[src/design/lmp_pkg.sv]
// Shared constants, types and table-build states for the LCG jump-ahead multiplier.
package lmp_pkg;

   // Word and exponent widths
   localparam int MULT_WIDTH = 47;
   localparam int EXP_WIDTH  = 32;
   localparam int EXP_BITS   = 32;

   // One pipeline bit stage per exponent bit that counts
   localparam int NUM_STAGES = (EXP_BITS < EXP_WIDTH) ? EXP_BITS : EXP_WIDTH;
   localparam int CNT_WIDTH  = (NUM_STAGES > 1) ? $clog2(NUM_STAGES) : 1;

   // Split of a 47-bit operand into a low and a high limb for the partial products
   localparam int LO_WIDTH = (MULT_WIDTH + 1) / 2;
   localparam int HI_WIDTH = MULT_WIDTH - LO_WIDTH;

   // Reset value of the multiplier, assembled from its four 12-bit limbs
   localparam int LIMB_SHIFT = 12;
   localparam logic [63:0] MULT_LIMB3 = 64'd1222;
   localparam logic [63:0] MULT_LIMB2 = 64'd1498;
   localparam logic [63:0] MULT_LIMB1 = 64'd712;
   localparam logic [63:0] MULT_LIMB0 = 64'd1645;
   localparam logic [MULT_WIDTH-1:0] BASE_RESET = MULT_WIDTH'(
      (MULT_LIMB3 << (3 * LIMB_SHIFT)) | (MULT_LIMB2 << (2 * LIMB_SHIFT)) |
      (MULT_LIMB1 << LIMB_SHIFT) | MULT_LIMB0);

   typedef logic [MULT_WIDTH-1:0] word_type;
   typedef logic [EXP_WIDTH-1:0]  exp_type;

   // Squares a^(2^k), one per bit stage
   typedef word_type [NUM_STAGES-1:0] square_table_type;

   // Transaction between bit stages
   typedef struct packed {
      exp_type  exponent;
      word_type acc;
   } item_type;

   // Transaction inside a bit stage, with the partial product
   typedef struct packed {
      exp_type  exponent;
      word_type acc;
      word_type prod;
   } part_type;

   // Square table build sequencer
   typedef enum logic [1:0] {
      TBL_LOAD,
      TBL_SQ_LO,
      TBL_SQ_HI,
      TBL_READY
   } tbl_state_type;

endpackage

[src/design/lmp_bit_stage.sv]
// One exponent bit: conditional multiply of the running product, in three registered steps.
module lmp_bit_stage (
   input  logic              clock,
   input  logic              reset,
   input  logic              advance,
   input  logic              valid_in,
   input  lmp_pkg::item_type item_in,
   input  lmp_pkg::word_type square,
   output logic              valid_out,
   output lmp_pkg::item_type item_out
);
   import lmp_pkg::*;

   logic     a_valid_ff, b_valid_ff, c_valid_ff;
   part_type a_ff, b_ff;
   item_type c_ff;

   logic [2*LO_WIDTH-1:0] lo_prod;
   word_type              cross_lh;
   word_type              cross_hl;
   word_type              prod_full;

   // Step A: low limb times low limb
   assign lo_prod = item_in.acc[LO_WIDTH-1:0] * square[LO_WIDTH-1:0];

   // Step B: low limb of the product times high limb of the square
   assign cross_lh = MULT_WIDTH'(a_ff.acc[LO_WIDTH-1:0]) *
                     MULT_WIDTH'(square[MULT_WIDTH-1:LO_WIDTH]);

   // Step C: high limb of the product times low limb of the square
   assign cross_hl  = MULT_WIDTH'(b_ff.acc[MULT_WIDTH-1:LO_WIDTH]) *
                      MULT_WIDTH'(square[LO_WIDTH-1:0]);
   assign prod_full = b_ff.prod + (cross_hl << LO_WIDTH);

   // Valid bits
   always_ff @(posedge clock) begin
      if (reset) begin
         a_valid_ff <= 1'b0;
         b_valid_ff <= 1'b0;
         c_valid_ff <= 1'b0;
      end else if (advance) begin
         a_valid_ff <= valid_in;
         b_valid_ff <= a_valid_ff;
         c_valid_ff <= b_valid_ff;
      end
   end

   // Payload
   always_ff @(posedge clock) begin
      if (advance) begin
         a_ff.exponent <= item_in.exponent;
         a_ff.acc      <= item_in.acc;
         a_ff.prod     <= lo_prod[MULT_WIDTH-1:0];

         b_ff.exponent <= a_ff.exponent;
         b_ff.acc      <= a_ff.acc;
         b_ff.prod     <= a_ff.prod + (cross_lh << LO_WIDTH);

         // Take the product only where this exponent bit is set
         c_ff.acc      <= b_ff.exponent[0] ? prod_full : b_ff.acc;
         c_ff.exponent <= b_ff.exponent >> 1;
      end
   end

   assign valid_out = c_valid_ff;
   assign item_out  = c_ff;

endmodule

[config.mk]
export PLATFORM = sky130hd
export DESIGN_NAME = lmp_bit_stage
export DESIGN_NICKNAME = d
export VERILOG_FILES = /design/src/design/lmp_pkg.sv /design/src/design/lmp_bit_stage.sv
export SDC_FILE = /design/constraint.sdc
export NUM_CORES = 2
export LEC_CHECK = 0
export BUFFER_PORTS_ARGS = -buffer_cell sky130_fd_sc_hd__buf_2
export CAP_MARGIN = 5
export CELL_PAD_IN_SITES_DETAIL_PLACEMENT = 1
export CELL_PAD_IN_SITES_GLOBAL_PLACEMENT = 1
export CORE_MARGIN = 3
export CORE_UTILIZATION = 30
export CTS_BUF_LIST = sky130_fd_sc_hd__clkbuf_4
export DETAILED_ROUTE_END_ITERATION = 6
export PLACE_DENSITY = 0.52
export SYNTH_ARGS = -nofsm -noshare
export SYNTH_HDL_FRONTEND = slang
export SYNTH_SLANG_ARGS = --single-unit
[constraint.sdc]
create_clock -name clock -period 10 [get_ports clock]
set_clock_uncertainty 0.05 [all_clocks]
set_input_delay 1 -clock clock [delete_from_list [all_inputs] [get_ports clock]]
set_output_delay 1 -clock clock [all_outputs]
set_load 0.1 [all_outputs]
* Word level (Yosys, flattened, before mapping)
Cells that the tools add are included.
Word-level totals: register bits after elaboration 333, latch bits 0, bits in writable memories 0, memory bits (read-only) 0, input port bits 130, output and inout port bits 80, word-level logic and storage cells 17, memories kept 0
Operators by class: add/subtract/negate cells 2, multipliers 3, divide/modulo/power cells 0, order comparisons 0, equal/unequal tests 0, shifts and indexed selects 0, mux-type cells 1, bitwise logic cells 0, reduce and logical (&&, ||, !) cells 0
Operators with widths (count):
- $add A47 B47 Y47 | 2
- $mul A24 B24 Y47 | 1
- $mux W47 | 1
- $mul A23 B24 Y23 | 1
- $mul A24 B23 Y23 | 1

* Longest topological paths before layout
word-level depth 3, gate-level depth with buffers 34, depth with buffers taken out 32

* Worst setup path before layout
Ideal clock, no wire load.
kind input -> register, from in square[4], to reg c_ff, in the netlist item_out[46], data pin, setup time 0.260 ns, arrival time 7.829 ns, data required time 9.690 ns, slack 1.861 ns, cell stages on the path 31, buffers on the path 2, path through clkbuf_1 clkbuf_1 nand2_1 fa_1 fa_1 fa_1 inv_1 ha_1 inv_1 fa_1 fa_1 inv_1 fa_1 ha_1 or3_1 o21ai_0 a21oi_1 a41o_1 o41a_1 a21oi_1 xnor2_1 ha_1 and2_1 nand2_1 nor2_1 a21oi_1 o2111ai_1 o211ai_1 o21ai_0 xnor2_1 mux2_2
Between the ends: cells in the longest elaborated chain, start to end 3
RTL lines:
- from (decl) | RTL line lmp_bit_stage.sv:8 | input lmp_pkg::word_type square,
- $mul A23 B24 Y23 | RTL line lmp_bit_stage.sv:31 | assign cross_hl = MULT_WIDTH'(b_ff.acc[MULT_WIDTH-1:LO_WIDTH]) *
- $add A47 B47 Y47 | RTL line lmp_bit_stage.sv:33 | assign prod_full = b_ff.prod + (cross_hl << LO_WIDTH);
- $mux W47 | RTL line lmp_bit_stage.sv:60 | c_ff.acc <= b_ff.exponent[0] ? prod_full : b_ff.acc;
- to (decl) | RTL line lmp_bit_stage.sv:16 | item_type c_ff;
No other way between the ends. A chain may end at the register's enable or synchronous reset.

* Worst setup path in the final report
from reg b_ff[73] in the netlist's numbering, to reg c_ff, in the netlist item_out[46], data pin
Between the ends: cells in the longest elaborated chain, start to end 3
RTL lines:
- from (decl) | RTL line lmp_bit_stage.sv:15 | part_type a_ff, b_ff;
- $mul A23 B24 Y23 | RTL line lmp_bit_stage.sv:31
- $add A47 B47 Y47 | RTL line lmp_bit_stage.sv:33
- $mux W47 | RTL line lmp_bit_stage.sv:60
No other way between the ends.

==> run metrics <==
Yosys top cell area share 36.9%; post-DR wirelength/cell roughly 21 microns; gr usage total about a fifth; yosys warns 0; crit start category flop; Worst Path Class, Setup reg2reg; first-pass GRT wire length 229000 microns; overall die width 402 microns; CP Max Fanout 15; largest cells by area after synthesis fa_1 37%, edfxtp_1 21%, ha_1 10%, inv_1 7.8%, and2_1 6.3%; reg2reg start b_ff[73]; Finished Core Util 33.3%; Worst Hold Launch item_in[78]; CTS sink cnt around 330; die area 162000 sq um; most frequent cell after synthesis inv_1; Routed Antenna Nets 0; HP Class in2reg; unrepaired setup endpoints after global routing false; hold endpoint a_ff[125]; core area 155000 sq um; Worst Path Required 10590 ps; result of the run finished clean; mapped cell area between 40000 and 50000 sq um; DR pass1 iterations 5; cell count after synthesis 4631; Congestion Overflow GR 0; CTS tree yes; routability cong. 0.838; synth unique cells 65; I/O Buffers 208; via count 31800; Fmax achieved about 120 MHz; FF-to-FF End item_out[46]; # IOs 210; initial antenna violation count 21; Initial Util 30.4%; non-filler cells, final 6901; Worst-Margin Slew 1070 ps; Num CTS Buffers between 80 and 90; CP max stage cell edfxtp_1; Layout area overhead 9.63%; WL final 148000 microns; nets@finish 6175; Syn Area/Cell 10.2 sq um; largest net degree at the start of global routing 177; fin crit share 80.3%; hold_buf cts 0; vias per cell approximately 4.6; Root Buffer clkbuf_4; Placed Cells 6754; CP most frequent cell fa_1; DRC 0; vias in the first global route 36600; CTS max path bufs 3; final setup vio count 0; synthesis-stage register bit count 333; worst skew pair latency 920 ps; Max Transition Viols Final 0; R2R cell count 28; Setup Buffers After CTS 0; share of cells above drive strength 1 9.60%; Max Cap Viol 0; iteration-0 DRC count of the detailed router ~1400; Post-CTS Resized 0; Largest stage delay, worst path approximately 620 ps; CP endpoint kind flop; syn nets roughly 6000; CP arrival about 8600 ps; EDFF count, synth 330; Hold Fails Final Rpt 0; Worst slew margin 28.8%; r2r setup slk 1970 ps; H-tree depth 3; Post-synth ARST share 0%; Worst-path clk slew 70 ps; Synth area leader fa_1; die height 402 microns; Synth top cells by count 976 x inv_1, 867 x fa_1, 719 x nand2_1; min setup slack post-route 1970 ps; post-layout minimum cycle time 8030 ps; Final HPWL DP 119000 microns; Main synth FF type edfxtp_1; Min-Delay Path Depth 1; register area share after synthesis 21.2%; TNS Setup 0 ps; # rows roughly 140; pre-CTS WS 1020 ps
==> sequential cells by signal, summed over array words and instances, names as in the netlist <==
name	count
a_ff	126
b_ff	126
item_out	78
a_valid_ff	1
b_valid_ff	1
valid_out	1
==> logic make-up (layout without fill, tap and decap cells) <==
group	after synthesis	after routing	share of synthesized area [%]
buf+inv	1177	1398	9.40
flops	333	333	21.2
xor+xnor	199	199	3.70
mux	44	44	1.05
compound gates	261	261	3.70
fa+ha+maj	1246	1246	47.0
other cells	1	6	0.00797
simple gates	1370	1370	14.0
==> per-layer routing <==
layer | global-route usage (%) | wire, microns | part of all wire [%] | vias to the layer above
li1 | - | - | - | 14400
met1 | 26.1 | 69200 | 47 | 16800
met2 | 31.5 | 70400 | 48 | 505
met3 | 2.34 | 5540 | 3.7 | 133
met4 | 4.06 | 2770 | 1.9 | 4
met5 | 0 | 24 | 0.016 | -
==> critical path, delay by kind of cell, from the launching register on <==
family | cells | cell delay, ps
AND/OR/NAND/NOR | 5 | 760
flip-flops | 1 | 620
AO/OA/AOI/OAI | 9 | 1630
multiplexers | 1 | 260
buffers and inverters | 2 | 380
adder cells (fa/ha/maj) | 9 | 3770
XOR/XNOR | 2 | 320
==> cell type report <==
cell class,count,area [sq um]
clock inverters,33,258
clock buffers,109,818
diodes,5,12.5
inverters,976,3660
fillers,17600,103000
flip-flops and latches,333,9970
well taps,2044,2560
repair buffers,280,1640
multi-input cells,3121,32700
==> cell usage in the layout (no fill, tap or decap), drive strengths merged, types with 5 or more instances in the layout <==
cell    synthesis  layout
o21bai          9       9
ha            379     379
or3             7       7
edfxtp        330     330
a31o            6       6
nand3          21      21
xor2           36      36
o21a           22      22
nor2b          18      18
nor3           27      27
and2          471     471
mux2           41      41
o21ai          40      40
a21boi          5       5
clkinv          0      25
nand2         719     719
a211o           6       6
and3           12      12
a21o           28      28
nand4           5       5
a21oi          90      90
diode           0       5
inv           976     981
clkbuf        199     109
xnor2         163     163
nor2           63      63
nand2b         16      16
buf             2     280
o211ai         13      13
a211oi          7       7
fa            867     867
==> through the flow <==
step	hold slack, ps	instance area [sq um]
CTS	52.7	51600
global route	86.6	51600
global placement	350	50500
finish	198	51600
detailed placement	355	50500
floorplan	350	47000
==> worst max-delay path by stage <==
stage | start | end | cells past startpoint
6_report | b_ff[73] | item_out[46] | 28
5_1_grt | b_ff[73] | item_out[46] | 30
4_1_cts | a_ff[53] | b_ff[46] | 29
3_5_place_dp | square[3] | item_out[46] | 32
3_3_place_gp | square[3] | a_ff[30] | 25
2_1_floorplan | square[4] | item_out[46] | 31
Power is not shown: default switching activity piles up to over one toggle a cycle in this logic, so the estimate is an artifact.
