File: src/design/lmp_pkg.sv
// Shared constants, types and table-build states for the LCG jump-ahead multiplier.
package lmp_pkg;

   // Word and exponent widths
   localparam int MULT_WIDTH = 47;
   localparam int EXP_WIDTH  = 32;
   localparam int EXP_BITS   = 32;

   // One pipeline bit stage per exponent bit that counts
   localparam int NUM_STAGES = (EXP_BITS < EXP_WIDTH) ? EXP_BITS : EXP_WIDTH;
   localparam int CNT_WIDTH  = (NUM_STAGES > 1) ? $clog2(NUM_STAGES) : 1;

   // Split of a 47-bit operand into a low and a high limb for the partial products
   localparam int LO_WIDTH = (MULT_WIDTH + 1) / 2;
   localparam int HI_WIDTH = MULT_WIDTH - LO_WIDTH;

   // Reset value of the multiplier, assembled from its four 12-bit limbs
   localparam int LIMB_SHIFT = 12;
   localparam logic [63:0] MULT_LIMB3 = 64'd1222;
   localparam logic [63:0] MULT_LIMB2 = 64'd1498;
   localparam logic [63:0] MULT_LIMB1 = 64'd712;
   localparam logic [63:0] MULT_LIMB0 = 64'd1645;
   localparam logic [MULT_WIDTH-1:0] BASE_RESET = MULT_WIDTH'(
      (MULT_LIMB3 << (3 * LIMB_SHIFT)) | (MULT_LIMB2 << (2 * LIMB_SHIFT)) |
      (MULT_LIMB1 << LIMB_SHIFT) | MULT_LIMB0);

   typedef logic [MULT_WIDTH-1:0] word_type;
   typedef logic [EXP_WIDTH-1:0]  exp_type;

   // Squares a^(2^k), one per bit stage
   typedef word_type [NUM_STAGES-1:0] square_table_type;

   // Transaction between bit stages
   typedef struct packed {
      exp_type  exponent;
      word_type acc;
   } item_type;

   // Transaction inside a bit stage, with the partial product
   typedef struct packed {
      exp_type  exponent;
      word_type acc;
      word_type prod;
   } part_type;

   // Square table build sequencer
   typedef enum logic [1:0] {
      TBL_LOAD,
      TBL_SQ_LO,
      TBL_SQ_HI,
      TBL_READY
   } tbl_state_type;

endpackage

File: src/design/lmp_square_table.sv
// Multiplier register and sequencer that builds the table of repeated squares.
module lmp_square_table (
   input  logic                           clock,
   input  logic                           reset,
   input  logic                           csr_write_enable,
   input  logic [lmp_pkg::MULT_WIDTH-1:0] csr_write_data,
   output lmp_pkg::square_table_type      squares,
   output logic                           table_ready
);
   import lmp_pkg::*;

   logic [MULT_WIDTH-1:0] base_ff;
   tbl_state_type         state_ff, state_in;
   logic [CNT_WIDTH-1:0]  count_ff;
   word_type              cur_ff;
   word_type              part_ff;
   square_table_type      table_ff;

   logic [2*LO_WIDTH-1:0] lo_prod;
   word_type              cross_prod;
   word_type              square_next;

   // Squaring of the current entry: lo*lo, then twice the cross term at bit LO_WIDTH
   assign lo_prod     = cur_ff[LO_WIDTH-1:0] * cur_ff[LO_WIDTH-1:0];
   assign cross_prod  = MULT_WIDTH'(cur_ff[LO_WIDTH-1:0]) *
                        MULT_WIDTH'(cur_ff[MULT_WIDTH-1:LO_WIDTH]);
   assign square_next = part_ff + (cross_prod << (LO_WIDTH + 1));

   // Next state
   always_comb begin
      state_in = state_ff;
      case (state_ff)
         TBL_LOAD: begin
            state_in = (NUM_STAGES > 1) ? TBL_SQ_LO : TBL_READY;
         end
         TBL_SQ_LO: begin
            state_in = TBL_SQ_HI;
         end
         TBL_SQ_HI: begin
            state_in = (count_ff == CNT_WIDTH'(NUM_STAGES - 1)) ? TBL_READY : TBL_SQ_LO;
         end
         TBL_READY: begin
            state_in = TBL_READY;
         end
         default: begin
            state_in = TBL_LOAD;
         end
      endcase
      // A new multiplier restarts the build
      if (csr_write_enable) begin
         state_in = TBL_LOAD;
      end
   end

   // Outputs
   always_comb begin
      case (state_ff)
         TBL_READY: table_ready = 1'b1;
         default:   table_ready = 1'b0;
      endcase
   end

   assign squares = table_ff;

   // Control registers
   always_ff @(posedge clock) begin
      if (reset) begin
         base_ff  <= BASE_RESET;
         state_ff <= TBL_LOAD;
         count_ff <= '0;
      end else begin
         state_ff <= state_in;
         if (csr_write_enable) begin
            base_ff <= csr_write_data;
         end
         case (state_ff)
            TBL_LOAD:  count_ff <= CNT_WIDTH'(1);
            TBL_SQ_HI: count_ff <= count_ff + 1'b1;
            default:   count_ff <= count_ff;
         endcase
      end
   end

   // Table datapath
   always_ff @(posedge clock) begin
      case (state_ff)
         TBL_LOAD: begin
            cur_ff      <= base_ff;
            table_ff[0] <= base_ff;
         end
         TBL_SQ_LO: begin
            part_ff <= lo_prod[MULT_WIDTH-1:0];
         end
         TBL_SQ_HI: begin
            cur_ff             <= square_next;
            table_ff[count_ff] <= square_next;
         end
         default: begin
            cur_ff <= cur_ff;
         end
      endcase
   end

endmodule

File: config.mk
export PLATFORM = sky130hd
export DESIGN_NAME = lmp_square_table
export DESIGN_NICKNAME = d
export VERILOG_FILES = /design/src/design/lmp_pkg.sv /design/src/design/lmp_square_table.sv
export SDC_FILE = /design/constraint.sdc
export NUM_CORES = 2
export LEC_CHECK = 0
export BUFFER_PORTS_ARGS = -buffer_cell sky130_fd_sc_hd__buf_2
export CORE_AREA = 5 5 608 610
export DETAILED_ROUTE_END_ITERATION = 12
export DIE_AREA = 0 0 613 615
export PLACE_DENSITY = 0.35
export SYNTH_ARGS = -nofsm -noshare
export SYNTH_HDL_FRONTEND = slang
export SYNTH_SLANG_ARGS = --single-unit
File: constraint.sdc
create_clock -name clock -period 9.2 [get_ports clock]
set_clock_uncertainty 0.05 [all_clocks]
set_input_delay 0.92 -clock clock [delete_from_list [all_inputs] [get_ports clock]]
set_output_delay 0.92 -clock clock [all_outputs]
set_load 0.02 [all_outputs]
**Yosys cells after proc, flatten, opt, wreduce, memory -nomap -nowiden**

Index checks and enable logic that the tools add are counted.

- Output and inout bits: 1505
- Register bits after elaboration: 1652
- Logic and storage cells: 60

- $mul: 2
- Add/sub/neg operators: 2
- Reduce and logical (&&, ||, !) cells: 4
- Muxes and demuxes: 9
- Order comparisons: 2
- Eq/ne operators: 4

Operators by type and width:

| cell | count |
|---|---|
| $bwmux 1504 | 1 |
| $demux 47 s5 | 1 |
| $pmux 47 s2 | 2 |
| $add 47x47->47 | 1 |
| $mul 24x24->47 | 1 |
| $mux 47 | 1 |
| $mul 24x23->22 | 1 |
| $pmux 5 s2 | 1 |
| $pmux 2 s4 | 1 |
| $lt 5x6->1 const B | 1 |
| $add 5x1->5 const B | 1 |
| $eq 5x5->1 const B | 1 |
| $ge 5x1->1 const B | 1 |
| $eq 2x2->1 const B | 2 |
| $eq 2x1->1 const B | 1 |
| $logic_not 2->1 | 1 |
| $mux 2 | 1 |
| $reduce_bool 2->1 | 1 |
| $reduce_or 2->1 | 1 |
| $logic_and 1x1->1 | 1 |
| $mux 1 | 1 |

**Logic depth before layout (Yosys ltp)**

- Word-level depth: 6
- Depth in mapped cells: 32

**Worst setup path before layout**

Ideal clock, no wire load.

- Path type: reg2reg
- From: reg cur_ff[6]
- To: reg table_ff, in the netlist squares[1033] (data pin)
- Setup time: 0.389 ns
- Arrival: 7.985 ns
- Path slack: 0.776 ns
- Period minus slack after synthesis: 8.424 ns
- Stages on the path, launching flop included: 31
- Path buffers: 2
- Cells stage by stage: edfxtp_1 -> clkbuf_1 -> clkbuf_1 -> nand2_1 -> fa_1 -> fa_1 -> fa_1 -> inv_1 -> ha_1 -> ha_1 -> inv_1 -> fa_1 -> inv_1 -> fa_1 -> ha_1 -> o21a_1 -> nor2_1 -> nor2_1 -> a21o_1 -> a21oi_1 -> xnor2_1 -> ha_1 -> a21oi_2 -> nor2b_1 -> or4_1 -> or3_1 -> a21oi_2 -> o2bb2ai_2 -> o21ai_2 -> xnor2_1 -> xnor2_1

- Longest elaborated chain between the ends: 3

Ends and longest elaborated chain:

| item | line | RTL |
|---|---|---|
| start: declaration | lmp_square_table.sv:15 | `word_type cur_ff;` |
| start signal: assignment | lmp_square_table.sv:88 | `cur_ff <= base_ff;` |
| start signal: assignment | lmp_square_table.sv:95 | `cur_ff <= square_next;` |
| start signal: assignment | lmp_square_table.sv:99 | `cur_ff <= cur_ff;` |
| $mul 24x23->22 | lmp_square_table.sv:25 | `assign cross_prod = MULT_WIDTH'(cur_ff[LO_WIDTH-1:0]) *` |
| $add 47x47->47 | lmp_square_table.sv:27 | `assign square_next = part_ff + (cross_prod << (LO_WIDTH + 1));` |
| via square_next[46] | lmp_square_table.sv:21 | `word_type square_next;` |
| $bwmux 1504 | lmp_square_table.sv:96 | `table_ff[count_ff] <= square_next;` |
| end signal: indexed assignment | lmp_square_table.sv:96 |  |
| end: declaration | lmp_square_table.sv:17 | `square_table_type table_ff;` |

The timed path passes the listed nets, and every way through them passes these cells.
A chain may end at the register's enable or synchronous reset.

**Worst setup path in the final report**

- From: reg cur_ff[28]
- To: reg table_ff, in the netlist squares[46] (data pin)

- Longest elaborated chain between the ends: 4

Ends and longest elaborated chain:

| item | line | RTL |
|---|---|---|
| $mul 24x23->22 | lmp_square_table.sv:25 |  |
| $add 47x47->47 | lmp_square_table.sv:27 |  |
| via square_next[46] | lmp_square_table.sv:21 |  |
| $bwmux 1504 | lmp_square_table.sv:96 |  |
| $pmux 47 s2 | lmp_square_table.sv:86 | `case (state_ff)` |

The timed path passes the listed nets, and every way through them passes these cells.

==> flow_summary.ini <==
[outcome]
status = complete, no violations

[timing]
tightest_slew_ns = 1.21
rsz0062_at_grt = no
relSlewSlack_pct = 19.5
slew_violations = 0
period_minus_slack_ns = 8.56
finalHoldViolations = 0
fmax_mhz = 117
layout_setup_ws_ns = 0.637
finalSetupTns_ns = 0
setup_violations = 0
min_period_over_period_pct = 93.1

[critical_path]
crit_type = register to register
cp_max_fo = 32
crit_path_top_delay_cell = edfxtp_1
cp_top_family = adder cells
worst-endpoint-required_ns = 9.86
cpMostUsedCell = fa_1
arrival_ns = 9.22
cpPeakStageDelay_ns = 0.68
cp-start-kind = register
path_buf_inv = 3
r2r-start = cur_ff[28]
cp-end-kind = register
startpoint = cur_ff[28]

[floorplanning]
die_w_um = 613
rows = 222
dieHeight_um = 615
core-area_um2 = 364000
ios = 1555
die-area_um2 = 377000
start_util_pct = 20.4

[clock_tree]
cts_tree = done
clock_latency_ns = 0.88
cts_made_buffers = 195
cts_setup_buffers = 0
clockBufferDepth = 4
cts.reportedPaths.clkPinSlew_ns = 0.06
root_buffer = clkbuf_16
clock-sinks = 1619
hold_buffers = 0
h-tree-depth = 4

[routing]
vias = 45800
viasPerCell = 4.02
initialDrtViolationCount = 3689
drt_pre_antenna_iters = 5
postRouteAntennaNets = 0
wl_mm = 348
wl_per_cell_um = 30.6
drc = 0

[logic_synthesis]
synth-compound-area-share_pct = 2.69
synth_async_sr_flop_share_pct = 0
avgSynthCellArea_um2 = 15.9
synth_top_family_by_area = adder cells
synth_edf_count = 1565
yosysWarnings = 0
syn_area_um2 = 74300
synthAdderAreaFrac_pct = 20.7
yosys.area_share.simple_pct = 5.60
ys_seq_elements = 1619
synth_mux_area_share_pct = 0.352
yosysUniqueCellTypes = 68
synth_top_flop_cell = edfxtp_1
yosysSeqAreaShare_pct = 64.7
syn_inst = 4664
synth_xor_area_share_pct = 1.52

[global_route]
track_usage_pct = 17.8
grt_antenna_before_repair = 76
first_global_vias = 47100
grt_pass1_wl_mm = 454
overflow = 0
grt_max_degree = 55

[job]
max-cap-violations = 0

[worst_hold_path]
hold_path_startpoint = csr_write_data[10]
hold_path_class = input pin to register

[layout]
area_growth_pct = 28.0
nets = 7300
nFillCells = 37800
layout-drive-gt1-share_pct = 30.9
final_cell_area_um2 = 95100

[placement]
io_buffer_count = 1523
dpl_cell_area_um2 = 88600
pre_cts_slack_ns = 0.204
dp_hpwl_mm = 258
gp_congestion = 0.825
==> final timing paths <==
check	slack, ns	cells past startpoint	endpoint
max	0.64	28	squares[46]
min	0.24	2	base_ff[10]
max reg2reg	0.64	28	squares[46]
min reg2reg	0.44	2	base_ff[44]
==> logic make-up (layout without fill, tap and decap cells) <==
kind of cell | after synthesis | count (layout)
other | 1 | 52
DFF | 1619 | 1619
buffers and inverters | 855 | 2704
muxes | 26 | 26
and+or+nand+nor | 870 | 870
xor gates and xnor gates | 129 | 129
adders and majority gates | 870 | 870
AOI/OAI and AO/OA | 294 | 294
==> through the flow <==
step / hold WS, ns / std cells / util, %
after floorplan: 0.374 / 4694 / -
after global placement: 0.439 / 11000 / 24.4
after detailed placement: 0.436 / 11000 / 24.4
after CTS: 0.142 / 11400 / 26.1
after global routing: 0.184 / 11400 / 26.1
final: 0.239 / 11400 / 26.1
==> state kept, by name, summed over array words and instances (netlist names) <==
signal    flops
count_ff      5
part_ff      46
squares    1473
cur_ff       46
base_ff      47
state_ff      2
==> layout make-up <==
cell class / instances / area, um2 / area share (%)
multi-input cells: 2220 / 23300 / 24.5
repair buffers: 1653 / 8650 / 9.09
well taps: 4816 / 6030 / 6.34
diodes: 21 / 52.6 / 0.0552
inverters: 691 / 2590 / 2.73
clock inverters: 128 / 1320 / 1.39
clock buffers: 232 / 5070 / 5.33
flip-flops and latches: 1619 / 48100 / 50.5
==> metal layers <==
layer	wire length, um	share of wire [%]	vias up	track usage [%]
met3	20500	5.9	400	3.13
met5	0	0	-	0
met2	183000	53	1742	32.8
met1	134000	39	24500	21.1
met4	9840	2.8	0	4.67
li1	-	-	19200	-
==> timing repair <==
item                                    4_1_cts  5_1_grt
gates resized for setup                       0        1
endpoints found under the setup margin        0        2
hold endpoints to repair                      0        0
==> Yosys cell counts, drive strengths merged (9+ instances only) <==
cell    count  area (um2)
a21o       39         294
clkbuf    121         454
mux2i      25         250
buf        43         285
nand2b      9        56.3
nand2     383        1440
nor2b      42         263
xnor2      96         841
o21a       21         158
a21oi      69         353
nor3       14        70.1
and2      250        1560
a211o      24         210
nor2      127         477
edfxtp   1565       47000
ha        274        3430
nand3      10        50.1
o21ai      66         338
a22o       27         236
inv       691        2590
xor2       33         289
o21bai     12        90.1
fa        596       11900
dfxtp      54        1080
==> placed cells by master (no fill, tap or decap), drive strengths merged, types with 9 or more instances in the layout <==
master	instances
o21bai	12
nor3	14
clkbuf	232
nand3	10
o21a	21
diode	21
buf	1653
and2	250
a211o	24
xnor2	96
edfxtp	1565
inv	702
mux2i	25
nor2b	42
nand2	383
a21oi	69
o21ai	66
dfxtp	54
a22o	27
xor2	33
bufinv	18
clkinv	92
ha	274
conb	31
fa	596
nor2	127
nand2b	9
a21o	39
Power is left out: the tool's default activity adds up to more than one toggle a clock period on the data nets, which glitch-free logic cannot reach.
